===== src/rtl/core/frs_pkg.sv =====
// Package for the fitness remainder selector: sizes, item types, cell and FSM types.
`default_nettype none

package frs_pkg;

  // Population and fitness sizing
  localparam int POP_SIZE     = 32;
  localparam int FITNESS_BITS = 32;

  // Port field widths, fixed by the item formats
  localparam int IN_FIT_W = 32;
  localparam int SRC_W    = 5;
  localparam int EXP_W    = 22;

  // Derived internal widths
  localparam int CNT_W  = $clog2(POP_SIZE + 1);
  localparam int IDX_W  = $clog2(POP_SIZE);
  localparam int SUM_W  = FITNESS_BITS + IDX_W;
  localparam int PROD_W = FITNESS_BITS + CNT_W;
  localparam int FRAC_W = 16;
  localparam int QUO_W  = EXP_W + 1;
  localparam int NUM_W  = PROD_W + FRAC_W;
  localparam int QCNT_W = $clog2(QUO_W + 1);

  typedef struct packed {
    logic [IN_FIT_W-1:0] fitness;
    logic                last_item;
  } in_item_t;

  typedef struct packed {
    logic [SRC_W-1:0] source_index;
    logic [EXP_W-1:0] expectation_q16;
    logic             is_copy;
    logic             last_result;
  } out_item_t;

  // One entry of the sorting chain
  typedef struct packed {
    logic [FITNESS_BITS-1:0] fit;
    logic [IDX_W-1:0]        idx;
  } entry_t;

  // Command broadcast to every chain cell
  typedef struct packed {
    logic shift;
    logic clear;
  } cell_cmd_t;

  typedef enum logic [2:0] {
    ST_LOAD,
    ST_DRAIN,
    ST_MUL,
    ST_DSTART,
    ST_DWAIT,
    ST_ORIG,
    ST_COPY
  } sel_state_e;

endpackage

`default_nettype wire


===== src/rtl/core/frs_div.sv =====
// Serial restoring divider: saturated Q16 expectation, one quotient bit per cycle.
`default_nettype none

module frs_div (
  input  logic                        clk_i,
  input  logic                        rst_ni,
  input  logic                        start_i,
  input  logic [frs_pkg::PROD_W-1:0]  num_i,
  input  logic [frs_pkg::SUM_W-1:0]   den_i,
  output logic                        done_o,
  output logic [frs_pkg::EXP_W-1:0]   quo_o
);
  import frs_pkg::*;

  logic              busy_q, busy_d;
  logic              done_q, done_d;
  logic [QCNT_W-1:0] cnt_q, cnt_d;
  logic [SUM_W-1:0]  rem_q, rem_d;
  logic [QUO_W-1:0]  num_q, num_d;
  logic [QUO_W-1:0]  quo_q, quo_d;

  logic [NUM_W-1:0]  num_full;
  logic [SUM_W:0]    trial;
  logic              fits;

  // Numerator scaled by 2^16; its top bits are always below the divisor
  assign num_full = {num_i, {FRAC_W{1'b0}}};
  assign trial    = {rem_q, num_q[QUO_W-1]};
  assign fits     = trial >= {1'b0, den_i};

  // Load on start, finishing without steps for a zero divisor, then one subtract-and-shift per cycle
  always_comb begin
    busy_d = busy_q;
    done_d = 1'b0;
    cnt_d  = cnt_q;
    rem_d  = rem_q;
    num_d  = num_q;
    quo_d  = quo_q;
    if (start_i) begin
      quo_d = '0;
      rem_d = SUM_W'(num_full[NUM_W-1:QUO_W]);
      num_d = num_full[QUO_W-1:0];
      cnt_d = QCNT_W'(QUO_W);
      if (den_i == '0) begin
        done_d = 1'b1;
      end else begin
        busy_d = 1'b1;
      end
    end else if (busy_q) begin
      rem_d = fits ? SUM_W'(trial - {1'b0, den_i}) : trial[SUM_W-1:0];
      quo_d = {quo_q[QUO_W-2:0], fits};
      num_d = {num_q[QUO_W-2:0], 1'b0};
      cnt_d = cnt_q - 1'b1;
      if (cnt_q == QCNT_W'(1)) begin
        busy_d = 1'b0;
        done_d = 1'b1;
      end
    end
  end

  always_ff @(posedge clk_i or negedge rst_ni) begin
    if (!rst_ni) begin
      busy_q <= 1'b0;
      done_q <= 1'b0;
      cnt_q  <= '0;
    end else begin
      busy_q <= busy_d;
      done_q <= done_d;
      cnt_q  <= cnt_d;
    end
  end

  always_ff @(posedge clk_i) begin
    rem_q <= rem_d;
    num_q <= num_d;
    quo_q <= quo_d;
  end

  // Saturate at the largest 22-bit value
  assign done_o = done_q;
  assign quo_o  = quo_q[QUO_W-1] ? {EXP_W{1'b1}} : quo_q[EXP_W-1:0];

endmodule

`default_nettype wire


===== config.mk =====
export PLATFORM = sky130hd
export DESIGN_NAME = frs_div
export DESIGN_NICKNAME = d
export VERILOG_FILES = /design/src/rtl/core/frs_pkg.sv /design/src/rtl/core/frs_div.sv
export SDC_FILE = /design/constraint.sdc
export NUM_CORES = 1
export LEC_CHECK = 0
export ABC_AREA = 1
export BUFFER_PORTS_ARGS = -buffer_cell sky130_fd_sc_hd__buf_2
export CORE_MARGIN = 3
export CORE_UTILIZATION = 35
export CTS_CLUSTER_SIZE = 10
export DETAILED_ROUTE_END_ITERATION = 8
export SYNTH_ARGS = -nofsm -noshare
export SYNTH_HDL_FRONTEND = slang
export SYNTH_SLANG_ARGS = --single-unit

===== constraint.sdc =====
create_clock -name clk_i -period 4.8 [get_ports clk_i]
set_input_delay 1.2 -clock clk_i [delete_from_list [all_inputs] [get_ports clk_i]]
set_output_delay 1.2 -clock clk_i [all_outputs]
set_load 0.01 [all_outputs]

Yosys cells after proc, flatten, opt, wreduce, memory -nomap -nowiden. Index checks and enable logic that the tools add are counted.

Bits of input ports: 78. Logic and storage cells: 30. Output and inout bits: 23. Register bits: 74.

Magnitude comparators: 1. Eq/ne operators: 2. Reduce and logical (&&, ||, !) cells: 2. Multiplexer cells: 16. $add $sub $neg: 2.

Operators with widths (number): 31-bit 2-to-1 mux (2); 23-bit 2-to-1 mux (2); 38-bit by 37-bit greater-or-equal comparator with 1-bit output (1); 37-bit logical NOT (1); 37-bit 2-to-1 mux (1); 37-bit subtractor (1); 22-bit 2-to-1 mux (1); 5-bit 2-to-1 mux (2); 1-bit 2-to-1 mux (8); 5-bit by 1-bit equality test with 1-bit output (second input constant) (1); 5-bit by 1-bit subtractor with 5-bit output (second input constant) (1); 2-bit != test (second input constant) (1); 2-bit nonzero test (1).

Logic depth before layout (Yosys ltp). Gate-level depths: netlist of the first run.

Depth in word-level cells: 4. Depth in mapped cells: 17. Depth with buffers taken out: 17.

Least setup slack after synthesis of the first run. No wires, ideal clock.

Kind: input to register. Start: in den_i[0] in the netlist's numbering. End: reg rem_q[6], data pin. Data arrival time: 2.927 ns. Library setup time: 0.253 ns. Path buffers: 2. Setup slack: 1.620 ns. Data required time: 4.547 ns. Cell stages on the path: 16. Cells stage by stage: ha_1 fa_1 nor2_2 nand2_1 nand3_2 nand2_1 nand2_2 nand2_2 nand2_2 nand2_4 nand2_4 buf_8 buf_12 nand2_1 nand3_1 nand2_1.

Word-level cells in the longest chain between the ends: 4. Elaborated cells on any way between the ends: 5. Classes of those cells: add/sub (1); order compare (1); mux (3).

RTL lines: start: declaration (line frs_div.sv:9) `input logic [frs_pkg::SUM_W-1:0] den_i,`; 37-bit subtractor or 38-bit by 37-bit greater-or-equal comparator with 1-bit output (tied branches) (line frs_div.sv:50, frs_div.sv:29); 37-bit 2-to-1 mux (*) (line frs_div.sv:50) `rem_d = fits ? SUM_W'(trial - {1'b0, den_i}) : trial[SUM_W-1:0];`; 31-bit 2-to-1 mux (*) (line frs_div.sv:49) `end else if (busy_q) begin`; 31-bit 2-to-1 mux (*) (line frs_div.sv:39) `if (start_i) begin`; named net rem_d[6] (line frs_div.sv:18) `logic [SUM_W-1:0] rem_q, rem_d;`; end signal: assignment (line frs_div.sv:74) `rem_q <= rem_d;`; end: declaration (line frs_div.sv:18).

Mark *: on every way through the listed nets, which the timed path passes. The rest lies on a longest branch. The select of a mux whose other input is x is not followed. A chain may end at the register's enable or synchronous reset.

Final worst setup path of the first run.
Start: in den_i[0] in the netlist's numbering. End: reg rem_q[19], data pin.

Same word-level chain as after synthesis.

==> flow_summary_export.csv, run 1 <==
group,metric,value,unit
run_status,status,"finished, final reports clean",
floorplanning,io_pins,101,
power_and_ir_drop,p_int,2040,uW
global_routing,grt-ovfl-total,0,
logic_synthesis,synth_nets,1145,
power_and_ir_drop,pwr-share-seq,23.9,%
layout,layout.cells.most_common_list,"379 x nand2_1, 175 x inv_1, 100 x buf_2, 71 x nand3_1, 63 x nor2_1",
global_routing,track_usage,19.9,%
placed_design,port_buffers,100,
power_and_ir_drop,switchingPower,1850,uW
global_routing,antenna_found_initial,1,
hold_path,worstHoldPathCells,2,
timing,hold_viol,0,
global_routing,grt_max_degree,62,
global_routing,grt_pass1_wl,32100,microns
floorplanning,dieArea,0.0204,sq mm
clock_tree,clk_pin_slew_worst_paths,0.07,ns
power_and_ir_drop,pwr-share-clk,18.0,%
clock_tree,cts_buffers,9,
setup_path,cp.arrival,3.62,ns
setup_path,rrSetupSlack,1.90,ns
timing,fin_crit_sh,73.5,%
timing,finalCriticalPeriod,3.53,ns
route,antenna_left,0,
logic_synthesis,async_reset_ff_share,9.46,%
route,vias,6513,
setup_path,critPathRequiredTime,4.90,ns
route,drt_first_pass_iters,5,
timing,clock_skew,0.00883,ns
power_and_ir_drop,power.density,517,mW/mm^2
timing,max_slew_margin,46.3,%
power_and_ir_drop,comb_power_share,58.2,%
logic_synthesis,ys_ff_latch,74,
setup_path,cp_slowest_cell,"fa_1",
layout,final_nets,1236,
logic_synthesis,synth.distinct_cells,39,
logic_synthesis,synth.cell_area,0.00654,sq mm
placed_design,dp_hpwl,16000,microns
floorplanning,rows,49,
setup_path,crit_chain,"buf_2 > ha_1 > fa_1 > nor2_2 > nand2_1 > nand3_2 > nand2_1 > nand2_2 > nand2_2 > nand2_2 > nand2_4 > nand2_4 > nand2_1 > nand3_1 > nand2_1",
layout,mostFrequentLayoutCell,"nand2_1",
layout,drive_gt1_share,14.2,%
clock_tree,htreeDepth,3,
floorplanning,die_h,143,microns
power_and_ir_drop,irDropWorstVdd,0.000244,V
timing,fmax,284,MHz
setup_path,setup.worst_path.class,"input port to flip-flop",
floorplanning,initial_core_util,36.1,%
route,drt-initial-drc-count,433,
placed_design,place.gp.congestion,1.01,
clock_tree,cts_tree,"yes",
clock_tree,ctsLongestPathBuffers,2,
layout,fin_area,0.00752,sq mm
setup_path,r2r_end,"rem_q[21]",
layout,diodes,0,
setup_path,crit_path_start_kind,"input port",
timing,tightest_slew,0.806,ns
timing,setup_viol,0,
timing,rsz0062_at_grt,"no",
route,viasPerCell,4.82,
timing,tns,0,ns
logic_synthesis,synth_seq_area_share,29.0,%
power_and_ir_drop,swShare,47.5,%
setup_path,end_kind,"flip-flop",
floorplanning,core,0.0181,sq mm
global_routing,grt_pass1_vias,6241,
layout,nFillCells,2034,
logic_synthesis,syn_inst,1027,
clock_tree,holdBufCountCts,0,
run,drv_cap,0,
layout,areaGrowthSynthToFinish,15.0,%
route,wl_per_cell,14.8,microns
route,drc_errors,0,
clock_tree,cts_sinks,74,
hold_path,hold_path.class,"flip-flop to flip-flop",
power_and_ir_drop,leakage,0.00418,uW
clock_tree,cts_root_buf,"clkbuf_16",
clock_tree,ctsResizeCount,0,
timing,maxSlewViolCount,0,
clock_tree,cts_setup_buffers,0,
logic_synthesis,ys.flop_type,"edfxtp_1",
clock_tree,clock_latency,0.35,ns
logic_synthesis,syn_area_per_cell,6.37,sq um
logic_synthesis,synth_edf_count,38,
setup_path,max_stage_delay,0.46,ns
setup_path,crit_fanout,38,
setup_path,rr_startpoint,"rem_q[20]",
placed_design,dpl_cell_area,0.00722,sq mm
route,drt-total-wl,20100,microns
logic_synthesis,yosys_warnings,0,
hold_path,hold_path_end,"rem_q[36]",
hold_path,hp-start,"rem_q[36]",
floorplanning,die_x,143,microns
setup_path,ff2ff_path_depth,12,
setup_path,cp_common_cell,"nand2_1",
[state kept, by name, indices dropped and copies added (netlist names)]
signal / flops
rem_q: 37
num_q: 7
quo_q: 23
cnt_q: 5
busy_q: 1
done_o: 1
[cell type report]
cell class	count	area (sq um)	area share (%)
multi-input combinational	749	3830	50.9
clock buffer	10	250	3.33
sequential	74	1900	25.2
clock inverter	6	50.0	0.665
timing repair buffer	105	538	7.15
inverter	179	672	8.93
tap	229	287	3.81
[how the worst max path moves through the flow]
stage,start,to,cells past startpoint
6_report,den_i[0],rem_q[19],15
5_1_grt,den_i[0],rem_q[23],15
4_1_cts,den_i[0],rem_q[26],15
3_5_place_dp,den_i[0],rem_q[26],15
3_3_place_gp,den_i[0],rem_q[22],15
2_1_floorplan,den_i[0],rem_q[6],16
[cell usage after synthesis, types with 6 or more instances]
library cell	n	share of area [%]
nand2_2	22	2.1
buf_1	7	0.40
nand3_1	71	5.4
a21oi_1	26	2.0
nand4_1	14	1.3
nor3_1	10	0.76
nor2_1	63	3.6
ha_1	39	7.5
clkbuf_1	9	0.52
o21ai_0	14	1.1
inv_1	176	10
nand2_1	379	22
o22ai_1	22	2.1
dfxtp_1	29	8.9
dfrtp_1	7	2.7
xnor2_1	17	2.3
edfxtp_1	38	17
nand3b_1	38	4.4
buf_2	6	0.46
[per-stage QoR]
step           power, uW  instances  worst slack [ns]  hold WS (ns)  utilization [%]
3_3_place_gp        3160       1336             0.982         0.460             39.8
6_report            3890       1352              1.27         0.468             41.5
3_5_place_dp        3170       1336             0.938         0.463             39.8
4_1_cts             3890       1352              1.31         0.474             41.5
2_1_floorplan       2690       1027              1.62         0.440                -
5_1_grt             4240       1352              1.12         0.513             41.5
[metal layers]
layer  up-vias  part of all wire (%)  track usage [%]
met3        22                   5.1             3.55
met4         2                   1.6             4.95
li1       3414                     -                -
met1      2907                    50             28.8
met5         -                 0.090                0
met2       168                    43             30.8
[cell families (layout without fill, tap and decap cells)]
group | after synthesis | in the layout | synth area share [%]
AOI/OAI and AO/OA | 77 | 77 | 6.92
xor gates and xnor gates | 19 | 19 | 2.54
adders and majority gates | 40 | 40 | 7.76
buffers and inverters | 204 | 300 | 12.5
DFF | 74 | 74 | 29.0
and+or+nand+nor | 613 | 613 | 41.3
[power groups by stage]
stage                     combinational, uW  sequential [uW]  clock, uW
after floorplan                        1780              902          0
after global placement                 2230              937          0
after detailed placement               2230              939          0
after CTS                              2240              926        719
after global routing                   2560              944        742
final                                  2260              928        698
[critical path, delay by kind of cell]
kind                       cells  cell delay (ns)
and+or+nand+nor               12             1.54
adders and majority gates      2             0.72
buffers and inverters          1             0.13
(Power assumes the default switching activity.)
==> run 2, diff against run 1 <==
--- a/config.mk
+++ b/config.mk
@@ -5,7 +5,7 @@
 export SDC_FILE = /design/constraint.sdc
 export NUM_CORES = 1
 export LEC_CHECK = 0
-export ABC_AREA = 1
+export ABC_AREA = 0
 export BUFFER_PORTS_ARGS = -buffer_cell sky130_fd_sc_hd__buf_2
 export CORE_MARGIN = 3
 export CORE_UTILIZATION = 35
==> constraint.sdc (replaced) <==
create_clock -name clk_i -period 3.46 [get_ports clk_i]
set_input_delay 0.865 -clock clk_i [delete_from_list [all_inputs] [get_ports clk_i]]
set_output_delay 0.865 -clock clk_i [all_outputs]
set_load 0.01 [all_outputs]
==> flow_summary_export.csv, run 2 <==
group,metric,value,unit
logic_synthesis,synth_edf_count,38,
power_and_ir_drop,power,5790,uW
route,antenna_left,0,
route,drt-initial-drc-count,402,
layout,largest_reg_flops,37,
layout,layout.cells.most_common_list,"100 x buf_2, 100 x buf_4, 74 x nor2_1, 63 x nand2_1, 58 x a21oi_1",
global_routing,track_usage,18.2,%
logic_synthesis,synth_nets,819,
setup_path,crit_path_start_kind,"input port",
clock_tree,cts_buffers,9,
clock_tree,cts_root_buf,"clkbuf_16",
layout,top_register,"rem_q",
floorplanning,rows,46,
timing,hold_viol,0,
timing,clock_skew,0.0114,ns
floorplanning,dieArea,0.0181,sq mm
run_status,status,"finished, final reports clean",
logic_synthesis,ys_top_cells_by_area,"edfxtp_1 20%, dfxtp_1 10%, ha_1 8.4%",
logic_synthesis,synth_seq_area_share,32.7,%
timing,rsz0062_at_grt,"no",
power_and_ir_drop,irDropWorstVdd,0.000355,V
setup_path,critPathRequiredTime,3.62,ns
setup_path,crit_fanout,5,
layout,reg_top3,"rem_q x37, quo_q x23, num_q x7",
clock_tree,cts_tree,"yes",
timing,maxSlewViolCount,0,
logic_synthesis,synth.top_cells.by_count,"74 x nor2_1, 63 x nand2_1, 59 x a21oi_1",
global_routing,grt_pass1_vias,5461,
clock_tree,clk_pin_slew_worst_paths,0.06,ns
layout,drive_gt1_share,30.8,%
clock_tree,ctsLongestPathBuffers,2,
global_routing,grt-ovfl-total,0,
timing,tightest_slew,0.671,ns
power_and_ir_drop,leakage,0.00362,uW
logic_synthesis,syn_inst,701,
setup_path,cp.arrival,3.48,ns
timing,hold_slack,0.343,ns
placed_design,place.gp.congestion,0.857,
timing,fin_crit_sh,96.0,%
layout,diodes,0,
global_routing,grt_max_degree,51,
logic_synthesis,yosys_warnings,0,
clock_tree,htreeDepth,3,
floorplanning,die_x,135,microns
logic_synthesis,synth.cell_area,0.00580,sq mm
floorplanning,core,0.0161,sq mm
clock_tree,cts_sinks,74,
global_routing,antenna_found_initial,0,
layout,nFillCells,1608,
layout,areaGrowthSynthToFinish,29.1,%
clock_tree,holdBufCountCts,0,
logic_synthesis,syn_area_per_cell,8.27,sq um
route,drt_first_pass_iters,5,
logic_synthesis,synth_top_cell_by_area,"edfxtp_1",
layout,final_nets,994,
route,wl_per_cell,15.3,microns
timing,finalCriticalPeriod,3.32,ns
floorplanning,initial_core_util,36.1,%
run,drv_cap,0,
clock_tree,clock_latency,0.35,ns
route,vias,5538,
layout,finalCoreUtilization,46.6,%
floorplanning,die_h,135,microns
logic_synthesis,ys.flop_type,"edfxtp_1",
route,drc_errors,0,
timing,fmax,301,MHz
placed_design,port_buffers,100,
logic_synthesis,async_reset_ff_share,9.46,%
power_and_ir_drop,power.density,773,mW/mm^2
global_routing,grt_pass1_wl,26800,microns
logic_synthesis,synth_most_common_cell,"nor2_1",
setup_path,end_kind,"flip-flop",
logic_synthesis,synth.distinct_cells,61,
timing,setup_viol,0,
logic_synthesis,yosysTopAreaCellShare,19.7,%
route,drt-total-wl,16700,microns
timing,max_slew_margin,54.8,%
placed_design,dp_hpwl,12500,microns
setup_path,setup.worst_path.class,"input port to flip-flop",
route,viasPerCell,5.05,
hold_path,hold_path.class,"input port to asynchronous set/reset pin",
timing,tns,0,ns
floorplanning,io_pins,101,
logic_synthesis,ys_ff_latch,74,
-- run 2: worst max-delay path, cell delays in order --
cell      delay (ns)
buf_2           0.11
ha_1            0.21
fa_1            0.39
and2b_1         0.23
o2111a_1        0.20
o21a_1          0.16
buf_4           0.12
a21oi_1         0.08
a41o_1          0.24
o21bai_1        0.13
buf_4           0.16
nor3_1          0.05
a211o_1         0.29
o31ai_1         0.23
-- run 2: kinds of logic after synthesis --
family / synth area share (%)
AND/OR/NAND/NOR: 21.1
AO/OA/AOI/OAI: 19.0
buffers and inverters: 6.13
flip-flops: 32.7
multiplexers: 7.64
adder cells (fa/ha/maj): 8.76
XOR/XNOR: 4.68
-- run 2: final timing paths --
path	start	endpoint	slack [ns]	depth (start not counted)
setup / recovery	den_i[0]	rem_q[24]	0.14	14
hold / removal	rst_ni	cnt_q[3]	0.34	1
setup reg to reg	num_q[22]	rem_q[24]	0.35	14
hold reg to reg	rem_q[31]	rem_q[32]	0.51	2
max in group asynchronous	rst_ni	busy_q	2.93	1
min in group clk_i	rem_q[31]	rem_q[32]	0.51	2
-- run 2: cell type report --
type	count	area (sq um)	area share, %
inverter	49	184	2.46
clock inverter	5	41.3	0.551
multi-input combinational	541	3560	47.5
sequential	74	1900	25.3
timing repair buffer	201	1270	17.0
clock buffer	11	264	3.52
tap	216	270	3.61
-- run 2: power breakdown --
| group | switching, uW | internal [uW] | leakage, uW | total (uW) |
|---|---|---|---|---|
| sequential | 145 | 1190 | 0.000711 | 1340 |
| combinational | 1800 | 1670 | 0.00276 | 3470 |
| clock | 419 | 558 | 0.000152 | 977 |
| total | 2360 | 3420 | 0.00362 | 5790 |
-- run 2: through the flow --
| stage | area, sq um | setup slack [ns] | instances |
|---|---|---|---|
| 3_5_place_dp | 7170 | -0.227 | 1080 |
| 2_1_floorplan | 5800 | -0.00430 | 701 |
| 5_1_grt | 7490 | 0.00488 | 1097 |
| 6_report | 7490 | 0.139 | 1097 |
| 4_1_cts | 7480 | 0.139 | 1096 |
| 3_3_place_gp | 7170 | -0.187 | 1080 |
-- run 2: what timing repair did --
action                     in CTS  in global routing
setup buffers                   0                  0
setup endpoints to repair       0                 16
gates resized for setup         0                  3
-- run 2: metal layers --
layer	up-vias	GRT usage, %	wire [microns]	share of wire (%)
met5	-	0	0	0
met4	0	3.90	148	0.88
met3	9	3.17	689	4.1
met2	115	28.5	7500	45
met1	2559	26.4	8410	50
li1	2855	-	-	-
