File: config.mk
export PLATFORM = sky130hd
export DESIGN_NAME = frs_cell
export DESIGN_NICKNAME = d
export VERILOG_FILES = /design/src/rtl/core/frs_pkg.sv /design/src/rtl/core/frs_cell.sv
export SDC_FILE = /design/constraint.sdc
export NUM_CORES = 1
export LEC_CHECK = 0
export BUFFER_PORTS_ARGS = -buffer_cell sky130_fd_sc_hd__buf_4
export CAP_MARGIN = 0
export CORE_UTILIZATION = 50
export DETAILED_ROUTE_END_ITERATION = 10
export PLACE_DENSITY = 0.83
export SETUP_SLACK_MARGIN = 0.02
export SLEW_MARGIN = 20
export SYNTH_ARGS = -nofsm -noshare
export SYNTH_HDL_FRONTEND = slang
export SYNTH_SLANG_ARGS = --single-unit
File: constraint.sdc
create_clock -name clk_i -period 8.18 [get_ports clk_i]
set_input_delay 1.227 -clock clk_i [delete_from_list [all_inputs] [get_ports clk_i]]
set_output_delay 1.227 -clock clk_i [all_outputs]
set_load 0.01 [all_outputs]
File: src/rtl/core/frs_pkg.sv
// Package for the fitness remainder selector: sizes, item types, cell and FSM types.
`default_nettype none

package frs_pkg;

  // Population and fitness sizing
  localparam int POP_SIZE     = 32;
  localparam int FITNESS_BITS = 32;

  // Port field widths, fixed by the item formats
  localparam int IN_FIT_W = 32;
  localparam int SRC_W    = 5;
  localparam int EXP_W    = 22;

  // Derived internal widths
  localparam int CNT_W  = $clog2(POP_SIZE + 1);
  localparam int IDX_W  = $clog2(POP_SIZE);
  localparam int SUM_W  = FITNESS_BITS + IDX_W;
  localparam int PROD_W = FITNESS_BITS + CNT_W;
  localparam int FRAC_W = 16;
  localparam int QUO_W  = EXP_W + 1;
  localparam int NUM_W  = PROD_W + FRAC_W;
  localparam int QCNT_W = $clog2(QUO_W + 1);

  typedef struct packed {
    logic [IN_FIT_W-1:0] fitness;
    logic                last_item;
  } in_item_t;

  typedef struct packed {
    logic [SRC_W-1:0] source_index;
    logic [EXP_W-1:0] expectation_q16;
    logic             is_copy;
    logic             last_result;
  } out_item_t;

  // One entry of the sorting chain
  typedef struct packed {
    logic [FITNESS_BITS-1:0] fit;
    logic [IDX_W-1:0]        idx;
  } entry_t;

  // Command broadcast to every chain cell
  typedef struct packed {
    logic shift;
    logic clear;
  } cell_cmd_t;

  typedef enum logic [2:0] {
    ST_LOAD,
    ST_DRAIN,
    ST_MUL,
    ST_DSTART,
    ST_DWAIT,
    ST_ORIG,
    ST_COPY
  } sel_state_e;

endpackage

`default_nettype wire

File: src/rtl/core/frs_cell.sv
// One cell of the systolic sorting chain: holds one entry, passes the loser right.
`default_nettype none

module frs_cell (
  input  logic              clk_i,
  input  logic              rst_ni,
  input  frs_pkg::cell_cmd_t cmd_i,
  input  logic              left_vld_i,
  input  frs_pkg::entry_t   left_i,
  input  logic              right_vld_i,
  input  frs_pkg::entry_t   right_i,
  output logic              held_vld_o,
  output frs_pkg::entry_t   held_o,
  output logic              carry_vld_o,
  output frs_pkg::entry_t   carry_o
);
  import frs_pkg::*;

  logic   held_vld_q, held_vld_d;
  entry_t held_q, held_d;
  logic   carry_vld_q, carry_vld_d;
  entry_t carry_q, carry_d;

  // Insert: higher fitness, or equal fitness at a lower index, displaces the held entry
  always_comb begin
    held_vld_d  = held_vld_q;
    held_d      = held_q;
    carry_vld_d = 1'b0;
    carry_d     = left_i;
    if (cmd_i.clear) begin
      held_vld_d = 1'b0;
    end else if (cmd_i.shift) begin
      held_vld_d = right_vld_i;
      held_d     = right_i;
    end else if (left_vld_i) begin
      if (!held_vld_q) begin
        held_vld_d = 1'b1;
        held_d     = left_i;
      end else if ((left_i.fit > held_q.fit) ||
                   ((left_i.fit == held_q.fit) && (left_i.idx < held_q.idx))) begin
        held_d      = left_i;
        carry_vld_d = 1'b1;
        carry_d     = held_q;
      end else begin
        carry_vld_d = 1'b1;
      end
    end
  end

  // Valid bits
  always_ff @(posedge clk_i or negedge rst_ni) begin
    if (!rst_ni) begin
      held_vld_q  <= 1'b0;
      carry_vld_q <= 1'b0;
    end else begin
      held_vld_q  <= held_vld_d;
      carry_vld_q <= carry_vld_d;
    end
  end

  // Entry payloads
  always_ff @(posedge clk_i) begin
    held_q  <= held_d;
    carry_q <= carry_d;
  end

  assign held_vld_o  = held_vld_q;
  assign held_o      = held_q;
  assign carry_vld_o = carry_vld_q;
  assign carry_o     = carry_q;

endmodule

`default_nettype wire

## Yosys cells after proc, flatten, opt, wreduce, memory -nomap -nowiden

Index checks and enable logic that the tools add are counted.

| storage, ports and cells | value |
|---|---|
| register bits after elaboration | 76 |
| memories kept | 0 |
| bits in latches | 0 |
| RAM bits | 0 |
| ROM bits | 0 |
| word-level logic and storage cells | 32 |
| input port bits | 80 |
| output and inout bits | 76 |

| operators by class | value |
|---|---|
| shifts and indexed selects | 0 |
| multiplexer cells | 16 |
| add/sub/neg operators | 0 |
| $mul | 0 |
| eq/ne operators | 2 |
| $lt $le $gt $ge | 2 |
| divide/modulo/power cells | 0 |
| bitwise gates (word level) | 1 |
| reduce and logical (&&, ||, !) cells | 5 |

Operators with widths:

| operator | number |
|---|---|
| 2-to-1 mux 37 bit | 9 |
| equality test 32 bit | 1 |
| greater-than comparator 32 bit | 1 |
| 2-to-1 mux 1 bit | 7 |
| less-than comparator 5 bit | 1 |
| inequality test 3 x 2 -> 1 bit (second input constant) | 1 |
| AND reduction 3 bit | 1 |
| nonzero test 3 bit | 1 |
| nonzero test 2 bit | 1 |
| logical AND 1 bit | 1 |
| logical OR 1 bit | 1 |
| NOT 1 bit | 1 |

## Longest topological paths before layout

Gate-level depths: netlist (run 1).

| depth | value |
|---|---|
| depth in word-level cells | 8 |
| depth in mapped cells | 9 |
| gate-level depth less buffers | 8 |

## Worst setup path after synthesis (run 1)

Ideal clock, no wire load.

| timing | value |
|---|---|
| path type | in2reg |
| from | in left_i[19] (netlist name) |
| to | reg held_q (netlist bit held_o[0]) (enable) |
| setup slack | 2272 ps |
| setup time | 499 ps |
| required time | 7681 ps |
| buffers on the path | 0 |
| arrival | 5409 ps |
| cell stages on the path | 7 |
| cell sequence | ha_1 > nand4_1 > nor4_1 > o31ai_1 > a31oi_1 > o21ai_0 > a311oi_1 |

| between the ends | value |
|---|---|
| word-level cells in the longest chain between the ends | 5 |
| elaborated cells between the ends (all ways) | 6 |
| classes of those cells | 1 x order compare; 2 x eq/ne; 3 x reduce/logical |

Ends and longest elaborated chain:

| item | RTL line | RTL |
|---|---|---|
| start, declared | frs_cell.sv:9 | `input frs_pkg::entry_t left_i,` |
| branches (longest 2 deep; another with greater-than comparator 32 bit) | - |  |
| logical OR 1 bit * | frs_cell.sv:39 | `end else if ((left_i.fit > held_q.fit) \|\|` |
| inequality test 3 x 2 -> 1 bit (no line) * | - |  |
| AND reduction 3 bit (no line) * | - |  |
| end signal, assigned | frs_cell.sv:63 | `held_q <= held_d;` |
| end, declared | frs_cell.sv:20 | `entry_t held_q, held_d;` |

Every way passes the cells marked *.
A chain may end at the register's enable or synchronous reset.

## Worst setup path after layout (run 1)

| timing | value |
|---|---|
| from | in left_i[36] (netlist name) |
| to | reg held_q (netlist bit held_o[18]) (enable) |

Same word-level chain as after synthesis.

==> flow_results.org, run 1 <==
** Status
- The run finished with clean final reports.

** Power and ir drop
- Switching Share :: 0.255
- Summed over all cells, the static leakage comes to 2.45 nW.
- Combinational share of power :: 0.192
- Clock network power share :: 0.308
- Post-route total power :: 884 uW
- Part of the total power dissipated in sequential elements :: 0.500
- Power spread over the standard cell area amounts to 170 mW/mm^2.
- Switching power :: 225 uW
- The internal power of the cells totals 659 uW.
- Maximum vdd ir drop :: 0.000109 V

** Clock network
- TritonCTS built the clock tree.
- Total clock sinks :: 76
- Maximum root-to-sink buffer count :: 2
- The clock reaches the later pin of the worst-skew pair after 0.34 ns.
- Maximum level of the CTS H-tree :: 3
- TritonCTS created 9 clock buffers.
- After clock tree synthesis, the clock-pin slew on the worst setup and hold paths is 0.08 ns.
- In this run the clock root is driven by a clkbuf_8.
- Post-CTS Resized :: 0
- Post-CTS setup-driven buffer insertion count :: 0
- Hold Buf Count CTS :: 0

** Global routing
- Vias in the first global route :: 2,763
- Combined global-route utilization of all metal layers :: 0.223
- Maximum number of pins on one net before global-route repair :: 43
- Wire length of the first global-routing pass :: 13,000 um
- Summed over all layers, the global routing overflow is 0.
- Initial antenna violation count :: 0

** Worst setup path
- Data on the critical path is required at its endpoint by 8.17 ns.
- STA classifies the critical path startpoint as an input port.
- Type of element capturing the critical path :: flip-flop
- Critical path fanouts, max :: 31
- Data arrives at the worst endpoint at 3.93 ns.
- The critical path is of the in2reg type.

** Timing
- Max-slew violation count :: 0
- Final setup fails :: 0
- Final worst path period share :: 0.483
- Measured against its own limit, the worst slew margin works out to 0.514.
- Hold Vio Cnt, Final :: 0
- Timing would allow up to 253 MHz.
- Setup repair after global routing left no endpoint under its margin.
- At the pin with the least slew margin, the transition time is 0.725 ns.
- The worst path meets setup with 4.23 ns of slack.
- For the finished layout, the period the worst path requires is 3.95 ns.
- Between clock sinks in the finished design, the worst skew comes to 0.0117 ns.
- In the final timing run, aggregate negative setup slack is 0 ns.

** Logic synthesis
- Synthesis inferred 76 register bits.
- For this run, asynchronously set or reset flops after synthesis account for 0.0263.
- Sequential area share after synthesis :: 0.506
- Primary FF master, synth :: edfxtp_1
- Syn Std Cell Area :: 0.00376 mm^2
- The synthesized design spends more area on one cell type than any other, namely edfxtp_1.
- After technology mapping, the gate count stands at 295.
- By area the synthesized netlist is led by edfxtp_1 (30%), mux2_2 (22%), dfxtp_1 (20%).
- In this run the mean area of a mapped cell was 12.7 um^2.
- The Yosys step of the flow raised 0 warnings.
- Count of unique library cells instantiated by Yosys :: 30
- The share of synthesized area in the top cell type comes to 0.296.
- Synthesis produced a netlist with a net count of 411.
- Post-synth EDFFs :: 37

** Die
- From bottom edge to top edge, the die measures 88.7 um.
- Std-Cell Rows :: 31
- I/O pin count :: 156
- Placeable core area :: 0.00725 mm^2
- Measured along the x axis, the die boundary spans 88.7 um.
- The die covers 0.00787 mm^2.
- The initial utilization of the core area, before any placement, comes to 0.518.

** Finish
- Leading cell types in the layout, fill and taps excluded :: buf_4 (157), mux2_2 (73), inv_1 (38)
- Fraction of layout instances using a drive strength above 1 :: 0.543
- Most common cell after layout, fill and taps aside :: buf_4
- Final Cell Area :: 0.00521 mm^2
- In the final design database the tool counted 571 nets.
- Antenna diode count :: 0
- Post-Layout Cell Count :: 559
- From synthesis to final layout, the design area changed by 38.6%.

** Placement
- Worst setup timing slack at the placement stage :: 3.85 ns
- Port Buffer Count :: 155
- Including well taps, the total number of placed cells is 543.
- After detailed placement, the total cell area comes to 0.00502 mm^2.
- Summed over all nets, the half-perimeter wirelength after detailed placement is 6500 um.
- Routability-driven placement finished with a final weighted congestion of 0.788.

** Drt
- ANT nets after route :: 0
- Remaining routing DRC violations :: 0
- For this block, the initial DRC count from the detailed router was 135.
- Vias after detailed routing :: 2,828
- Dividing the detail-routed via count by the number of cells gives 5.06.
- Summed over all layers, the routed wires come to 8620 um.
- In the final routed layout, each cell accounts on average for 15.4 um.
- First-pass iteration count of the detailed router :: 4

** Run
- Maximum capacitance violations :: 0

** Worst hold path
- The worst hold path belongs to the class reg2reg.
## cell families (layout without fill, tap and decap cells)
logic type,Yosys count,after routing,synth area share
DFF,76,76,0.506
muxes,73,73,0.219
adders and majority gates,36,36,0.120
and+or+nand+nor,31,31,0.0463
buffers and inverters,46,211,0.0529
AOI/OAI and AO/OA,33,33,0.0566
## worst max-delay path, cell delays in order
cell and delay (ns):
buf_4 0.12, ha_1 0.32, nand4_1 0.19, nor4_1 0.49
inv_1 0.08, a31oi_1 0.29, o21ai_0 0.19, a311oi_4 0.51
buf_4 0.49
## through the flow
step                utilization  hold WS [ns]
floorplan                     -         0.573
global placement          0.693         0.520
detailed placement        0.693         0.522
CTS                       0.719         0.544
global route              0.719         0.562
finish                    0.719         0.544
## final cells by class
| cell class | count | area, um^2 |
|---|---|---|
| fill | 521 | 2040 |
| sequential | 76 | 1900 |
| multi-input combinational | 173 | 1680 |
| timing repair buffer | 157 | 1180 |
| clock buffer | 12 | 166 |
| inverter | 38 | 143 |
| tap | 99 | 124 |
| clock inverter | 4 | 22.5 |
## worst paths after layout
path	startpoint	to	slack [ns]	depth (start not counted)
hold reg to reg	held_o[23]	carry_o[23]	0.54	1
setup reg to reg	held_o[36]	held_o[18]	4.81	9
hold / removal	held_o[23]	carry_o[23]	0.54	1
setup / recovery	left_i[36]	held_o[18]	4.23	9
min in group asynchronous	rst_ni	held_vld_o	0.66	1
max in group asynchronous	rst_ni	carry_vld_o	7.44	1
## cell usage after synthesis (6+ instances only)
master and n:
ha_1 36, a21oi_1 14, edfxtp_1 37, nand2_1 7, dfxtp_1 37, mux2_2 73
inv_1 38, nand4_1 7, o21ai_0 6
## registers in the layout (all words and copies together) (netlist names)
signal	count
carry_o	37
carry_vld_o	1
held_o	37
held_vld_o	1
## power by group through the flow
stage                     sequential (mW)  combinational (mW)  clock, mW
after global routing                0.445               0.189      0.292
after floorplan                     0.461              0.0694          0
final                               0.442               0.170      0.272
after global placement              0.450               0.166          0
after detailed placement            0.451               0.170          0
after CTS                           0.442               0.172      0.281
## layer usage
metal	GRT usage	share of wire	vias up
met1	0.283	0.44	1318
met2	0.377	0.49	107
met5	0	0	-
li1	-	-	1394
met4	0.0924	0.012	0
met3	0.0373	0.061	9
No activity file was read; power rests on OpenSTA's default activity.
==> run 2, diff against run 1 <==
Settings changed: ABC_AREA set to 1, CORE_UTILIZATION 50 to 49, PLACE_DENSITY 0.83 to 0.8.
Clock period 8.18 ns to 3.85 ns, I/O delays scaled along.
==> flow_results.org, run 2 <==
** Clock network
- Number of buffers created by CTS :: 9 (unchanged)
- Post-CTS Resized :: 0 (unchanged)
- The number of setup buffers added after CTS was 0 (unchanged).
- Skew-Pair Late Insertion Delay :: 0.34 ns (about the same)
- The number of buffers on the longest clock path was 2 (unchanged).
- Clk Tree Root Cell :: clkbuf_8
- TritonCTS clock tree :: yes
- Hold Buf Count CTS :: 0 (unchanged)
- Total clock sinks :: 76 (unchanged)
- The H-tree depth was 3 (unchanged).
- The clock input transition at the sequential cells of the worst setup and hold paths was 0.08 ns (about the same).

** Logic synthesis
- The synthesized instance count came to 491 (+66%).
- The netlist area before placement is 0.00397 mm^2 (+5.5%).
- Sequential area share after synthesis :: 0.480 (-0.0262)
- Multiplexer share of the synthesized area :: 0 (-0.219)
- Largest family of logic cells by synthesized area :: simple AND/OR/NAND/NOR gates
- Post-synth net total :: 607 (+48%)
- The count of distinct cell types in the synthesized netlist is 24 (-20%).
- Adder-cell area share of the yosys netlist :: 0.114 (-0.00620)
- The biggest area contributor in the post-synthesis netlist is edfxtp_1.
- The average size of a mapped cell is 8.08 um^2 (-37%).
- Among all flip-flop cells after synthesis, the most frequent one is edfxtp_1.
- The number of synthesized flops with an enable pin is 37 (unchanged).
- Area fraction of the dominant cell type after synthesis :: 0.280 (-0.0153)
- The post-synthesis compound-gate area fraction came to 0.0322 (-0.0244).
- Warnings, synthesis :: 0 (unchanged)
- Top area cells in the synthesized netlist :: edfxtp_1 (28%), nand2_1 (21%), dfxtp_1 (19%)
- By count the netlist is led by nand2_1 (225), inv_1 (49), nand3_1 (38).
- The xor-xnor portion of the synthesized cell area came to 0 (unchanged).
- Top-count cell post-synth :: nand2_1
- Count of state elements after synthesis :: 76 (unchanged)
- Share of synthesized registers carrying an async set or reset :: 0.0263 (unchanged)
- The simple-gate portion of the synthesized area came to 0.293 (+0.247).

** Power and ir drop
- Pint :: 1.40 mW (+110%)
- Clock network power share :: 0.303 (-0.005)
- Combinational share of power :: 0.207 (+0.015)
- Standby leakage power :: 2.91 nW (+19%)
- Switching Share :: 0.275 (+0.0206)
- Maximum vdd ir drop :: 0.000184 V (+69%)
- The power density normalized to cell area was 361 mW/mm^2 (+110%).
- Part of the total power dissipated in sequential elements :: 0.490 (-0.010)
- Switching power :: 531 uW (+140%)

** Timing
- The worst clock skew came to 0.0174 ns (+0.00567 ns).
- Worst slew slack as a fraction of its limit :: 0.686 (+0.171)
- Hold Worst Slack :: 0.0181 ns (-0.526 ns)
- RSZ-0062 raised after global routing :: false
- Minimum period implied by the final worst setup slack :: 2.66 ns
- The final total negative setup slack was 0 ns (unchanged).
- Final worst path period share :: 0.692
- The final count of pins violating max slew came to 0 (unchanged).
- The final-report setup violation count was 0 (unchanged).
- Slew at the pin closest to its max-slew limit :: 0.472 ns (-0.254 ns)
- Hold Vio Cnt, Final :: 0 (unchanged)
- Maximum clock frequency :: 375 MHz

** Finish
- Fraction of layout instances using a drive strength above 1 :: 0.283 (-0.261)
- Final nets :: 758 (+33%)
- Relative to the synthesized area, the layout overhead comes to 34.7%.
- Fill cell total of the finished layout :: 666 (+28%)
- In the layout the commonest cells are nand2_1 (225), buf_4 (159), inv_1 (49).
- Most common cell after layout, fill and taps aside :: nand2_1
- The count of non-filler cells in the finished layout was 749 (+34%).
- The final antenna diode count is 0 (unchanged).

** Drt
- The first-iteration detailed-routing DRC count was 142 (+5.2%).
- Final routed wirelength across all metal layers :: 10,300 um (+19%)
- The count of antenna-violating nets left after detailed routing is 0 (unchanged).
- The first-pass iteration count of the detailed router came to 4 (unchanged).
- The mean routed wirelength per cell is 13.7 um (-11%).
- The routed via count divided by cell count came to 4.92 (-2.8%).
- The via total after detailed routing was 3,685 (+30%).
- The number of remaining DRC errors was 0 (unchanged).

** Die
- Width of the die :: 92.0 um (+3.7%)
- The number of top-level design ports was 156 (unchanged).
- The die height was 92.0 um (+3.7%).
- The row count is 32 (+3.2%).
- Total Die Area :: 0.00846 mm^2 (+7.4%)
- Placeable core area :: 0.00777 mm^2 (+7.1%)
- Initial standard-cell utilization of the core :: 0.510 (-0.00790)

** Worst setup path
- The critical path arrival is 2.67 ns (-1.26 ns).
- Walking the worst path, the cells encountered are inv_1 > ha_1 > nand2_1 > nor2_2 > nand4_1 > nor2_2 > nand2_1 > nor2_2 > nand2_2 > nand2_4 > o21bai_1 > inv_1 > buf_4.
- By startpoint and endpoint, the worst setup path is classified as reg2reg.
- Top cell by count, worst path :: nor2_2
- The peak fanout along the critical path was 39 (+26%).
- Data required time of the worst path :: 3.86 ns (-4.31 ns)
- Kind of start point of the critical path :: flip-flop
- Type of element capturing the critical path :: flip-flop
- The biggest cell delay along the critical path came to 0.40 ns (-0.11 ns).
- Critical-path top delay cell :: edfxtp_1

** Run
- Maximum capacitance violations :: 0 (unchanged)

** Global routing
- GR Util met3 :: 0.0398 (+0.00249)
- Vias in the first global route :: 3,634 (+32%)
- The first-pass GRT wire length is 16,600 um (+28%).
- Fraction of met1 tracks used by global routing :: 0.308 (+0.0244)
- The pin count of the biggest net entering global routing is 43 (unchanged).
- Layer with the highest usage after global routing :: met2
- Global-route track usage on met2 :: 0.445 (+0.0677)
- Initial antenna violation count :: 0 (unchanged)
- Combined global-route utilization of all metal layers :: 0.252 (+0.0295)
- Grt ovf :: 0 (unchanged)

** Worst hold path
- Hold crit path type :: in2async

** Status
- Outcome :: finished clean

** Placement
- Weighted congestion at the end of routability-driven global placement :: 0.795 (+0.86%)
- The post-placement cell count was 733 (+35%).
- DP HPWL :: 7440 um (+14%)
- The number of input and output port buffers inserted came to 155 (unchanged).
[run 2: critical path: cells and delay by family (launching register included)]
kind | cells | cell delay, ns
AOI/OAI and AO/OA | 1 | 0.10
adders and majority gates | 1 | 0.29
and+or+nand+nor | 8 | 1.11
buffers and inverters | 3 | 0.43
DFF | 1 | 0.40
[run 2: path summary, 6_finish.rpt]
check                           startpoint           to  slack (ns)  cells past startpoint
worst max-delay path            held_o[28]    held_o[3]        1.19                     13
worst min-delay path                rst_ni  carry_vld_o        0.02                      1
worst max register to register  held_o[28]    held_o[3]        1.19                     13
worst min register to register  held_vld_o   held_vld_o        0.54                      2
max in group asynchronous           rst_ni   held_vld_o        3.74                      1
min in group clk_i              left_i[31]  carry_o[31]        0.44                      3
[run 2: metal layers]
| layer | part of all wire | vias to the layer above |
|---|---|---|
| met5 | 0 | - |
| met4 | 0.016 | 0 |
| met3 | 0.047 | 13 |
| met2 | 0.52 | 117 |
| met1 | 0.42 | 1699 |
| li1 | - | 1856 |
[run 2: cells by family (layout without fill, tap and decap cells)]
kind of cell,Yosys count,count (layout)
AND/OR/NAND/NOR,286,286
flip-flops,76,76
buffers and inverters,69,225
adder cells (fa/ha/maj),36,36
AO/OA/AOI/OAI,24,24
[run 2: area by class of cell]
cell class	count	area, um^2	share of cell area
timing repair buffer	159	1190	0.223
clock inverter	5	53.8	0.0101
inverter	50	188	0.0351
tap	102	128	0.0239
sequential	76	1900	0.356
multi-input combinational	346	1750	0.327
clock buffer	11	131	0.0246
[run 2: power groups by stage]
stage	combinational (mW)	clock [mW]	sequential (mW)
floorplan	0.182	0	0.982
global placement	0.387	0	0.960
detailed placement	0.400	0	0.961
CTS	0.402	0.595	0.944
global route	0.446	0.629	0.949
finish	0.398	0.584	0.944
[run 2: stage by stage]
stage	setup WS, ns	cell area (um^2)	utilization	total power, mW
3_5_place_dp	0.891	5160	0.664	1.36
3_3_place_gp	0.965	5160	0.664	1.35
5_1_grt	0.908	5340	0.688	2.02
6_report	1.19	5340	0.688	1.93
4_1_cts	1.14	5340	0.688	1.94
2_1_floorplan	0.997	3970	-	1.16
==> run 3, diff against run 2 <==
Settings changed: CORE_UTILIZATION 49 to 44, PLACE_DENSITY 0.8 to 0.76.
Clock period 3.85 ns to 2.4 ns, I/O delays scaled along.
==> flow_results.org, run 3 (synthesized netlist as in run 2, its figures left out) <==
** Status
- Outcome :: finished clean

** Global routing
- Maximum number of pins on one net before global-route repair :: 41 (-4.7%)
- Initial antenna violation count :: 0 (unchanged)
- The global-route met1 utilization is 0.279 (-0.0291).
- Wire length of the first global-routing pass :: 16,900 um (+1.6%)
- Combined global-route utilization of all metal layers :: 0.225 (-0.0275)
- GR Util met3 :: 0.0462 (+0.00644)
- The via count of the first global-routing pass was 3,518 (-3.2%).
- Layer with the highest usage after global routing :: met2
- Global-route track usage on met2 :: 0.378 (-0.0665)
- Grt ovf :: 0 (unchanged)

** Finish
- The library cells used most frequently in the layout, excluding fill and tap cells, are nand2_1 (221), buf_4 (186), inv_1 (46).
- Most common cell after layout, fill and taps aside :: nand2_1
- The fill cell instance count of the final layout was 705 (+5.9%).
- Final Cell Area :: 0.00587 mm^2 (+10%)
- The area growth from synthesis to layout is 48.2%.
- Fraction of layout instances using a drive strength above 1 :: 0.349 (+0.0666)
- The final antenna diode count came to 0 (unchanged).
- The utilization after layout came to 0.674 (-0.0142).
- Final nets :: 792 (+4.5%)
- The count of non-filler cells in the finished layout is 789 (+5.3%).

** Die
- Initial standard-cell utilization of the core :: 0.455 (-0.0558)
- The number of top-level design ports is 156 (unchanged).
- The placeable core area was 0.00872 mm^2 (+12%).
- The full die area is 0.00940 mm^2 (+11%).
- The die width was 96.9 um (+5.4%).
- The row count came to 34 (+6.3%).
- Height of the die :: 96.9 um (+5.4%)

** Clock network
- TritonCTS clock tree :: yes
- The number of buffers on the longest clock path is 2 (unchanged).
- The clock input transition at the sequential cells of the worst setup and hold paths is 0.08 ns (about the same).
- In this run the clock root is driven by a clkbuf_8.
- The H-tree depth came to 3 (unchanged).
- The insertion delay of the later-clocked pin in the worst-skew pair was 0.36 ns (+0.02 ns).
- The CTS buffer count was 9 (unchanged).
- Total clock sinks :: 76 (unchanged)

** Timing
- The worst clock skew is 0.0118 ns (-0.00561 ns).
- Minimum period implied by the final worst setup slack :: 2.32 ns (-0.344 ns)
- Hold Worst Slack :: 0.210 ns (+0.192 ns)
- Hold Vio Cnt, Final :: 0 (unchanged)
- Setup repair after global routing could not meet its margin everywhere.
- Final setup fails :: 0 (unchanged)
- The final period utilization was 0.967 (+0.275).
- The transition time of the tightest slew-check pin is 0.452 ns (-0.0192 ns).
- Maximum clock frequency :: 431 MHz (+15%)
- Worst slew slack as a fraction of its limit :: 0.698 (+0.0128)
- The final count of pins violating max slew came to 0 (unchanged).

** Power and ir drop
- Pint :: 2.47 mW (+77%)
- Combinational share of power :: 0.232 (+0.025)
- Switching Share :: 0.273 (-0.00235)
- The fraction of power consumed by sequential logic came to 0.444 (-0.046).
- The net load switching power came to 928 uW (+75%).
- Clock network power share :: 0.325 (+0.022)
- Cell area power density :: 579 mW/mm^2 (+61%)
- Maximum vdd ir drop :: 0.000323 V (+75%)
- The standby leakage power came to 3.12 nW (+7.3%).

** Drt
- Iteration-0 DRC count of the detailed router :: 206 (+45%)
- Post-detailed-route via-to-cell ratio :: 4.91 (-0.15%)
- Drt wl/cell :: 14.1 um (+3.1%)
- Remaining routing DRC violations :: 0 (unchanged)
- ANT nets after route :: 0 (unchanged)
- The total wirelength of the detailed-routed design is 11,100 um (+8.6%).
- The via total after detailed routing came to 3,876 (+5.2%).
- The first-pass iteration count of the detailed router came to 4 (unchanged).

** Worst hold path
- Hold crit path type :: in2reg

** Worst setup path
- The peak fanout along the critical path was 7 (-82%).
- Top cell by count, worst path :: nand2_1
- The required time of the critical path was 2.52 ns (-1.34 ns).
- Critical-path top delay cell :: edfxtp_1
- The critical path in this run is classified as reg2reg.
- The worst setup path is captured at a flip-flop.
- Delay of the slowest critical-path stage :: 0.40 ns (about the same)
- The worst setup path is launched from a flip-flop.
- Worst endpoint data arrival time :: 2.44 ns (-0.23 ns)
- The signal on the critical path passes through inv_1 > ha_1 > nand2_1 > inv_1 > nand2_1 > nand2_1 > nand2_1 > nand3_2 > a21oi_2 > nand2_1 > nand2_2 > nand2_4 > o21bai_4 > clkinvlp_4 > buf_12 > clkbuf_16.

** Placement
- The placed standard-cell area is 0.00527 mm^2 (+2.1%).
- DP HPWL :: 7560 um (+1.6%)
- Weighted congestion at the end of routability-driven global placement :: 0.834 (+4.9%)
- The post-placement cell count was 745 (+1.6%).
- The number of input and output port buffers inserted was 155 (unchanged).

** Run
- The max-capacitance violation count was 0 (unchanged).
run 3: routing by layer:
layer,up-vias,routed length [um],share of wire
met1,1790,4670,0.42
li1,1925,-,-
met5,-,0,0
met4,0,265,0.024
met3,22,624,0.056
met2,139,5580,0.50
run 3: final cells by class:
| type | count | area (um^2) | share of cell area |
|---|---|---|---|
| clock buffer | 12 | 145 | 0.0247 |
| timing repair buffer | 193 | 1540 | 0.262 |
| clock inverter | 4 | 72.6 | 0.0124 |
| multi-input combinational | 346 | 1890 | 0.322 |
| tap | 108 | 135 | 0.0230 |
| inverter | 50 | 191 | 0.0326 |
| sequential | 76 | 1900 | 0.324 |
run 3: path summary, 6_finish.rpt:
path	endpoint	startpoint	cells past startpoint	slack [ns]
min	carry_o[0]	left_i[0]	3	0.21
max reg2reg	held_o[27]	held_o[24]	16	0.08
min reg2reg	carry_o[32]	held_o[32]	2	0.53
min in group asynchronous	held_vld_o	rst_ni	2	0.32
max in group asynchronous	carry_vld_o	rst_ni	2	1.99
max	held_o[27]	held_o[24]	16	0.08
run 3: critical path: cells and delay by family, from the launching register on:
family,cells,cell delay [ns]
AOI/OAI and AO/OA,2,0.29
adders and majority gates,1,0.24
buffers and inverters,5,0.55
DFF,1,0.40
and+or+nand+nor,8,0.62
run 3: timing repair:
action,CTS,global route
hold endpoints to repair,2,0
hold buffers,1,0
buffers inserted,0,25
setup endpoints to repair,0,74
resized for setup,0,24
run 3: power groups by stage:
stage	logic [mW]	registers, mW	clock network, mW
CTS	0.674	1.51	1.12
global route	0.866	1.52	1.16
finish	0.788	1.51	1.10
detailed placement	0.670	1.54	0
global placement	0.652	1.54	0
floorplan	0.297	1.57	0
run 3: per-stage QoR:
step | setup TNS (ns) | power, mW | worst slack (ns)
2_1_floorplan | -4.58 | 1.87 | -0.124
3_3_place_gp | 0 | 2.19 | 0.0573
3_5_place_dp | 0 | 2.21 | 0.0206
4_1_cts | 0 | 3.30 | 0.0628
5_1_grt | -0.885 | 3.55 | -0.0348
6_report | 0 | 3.40 | 0.0796
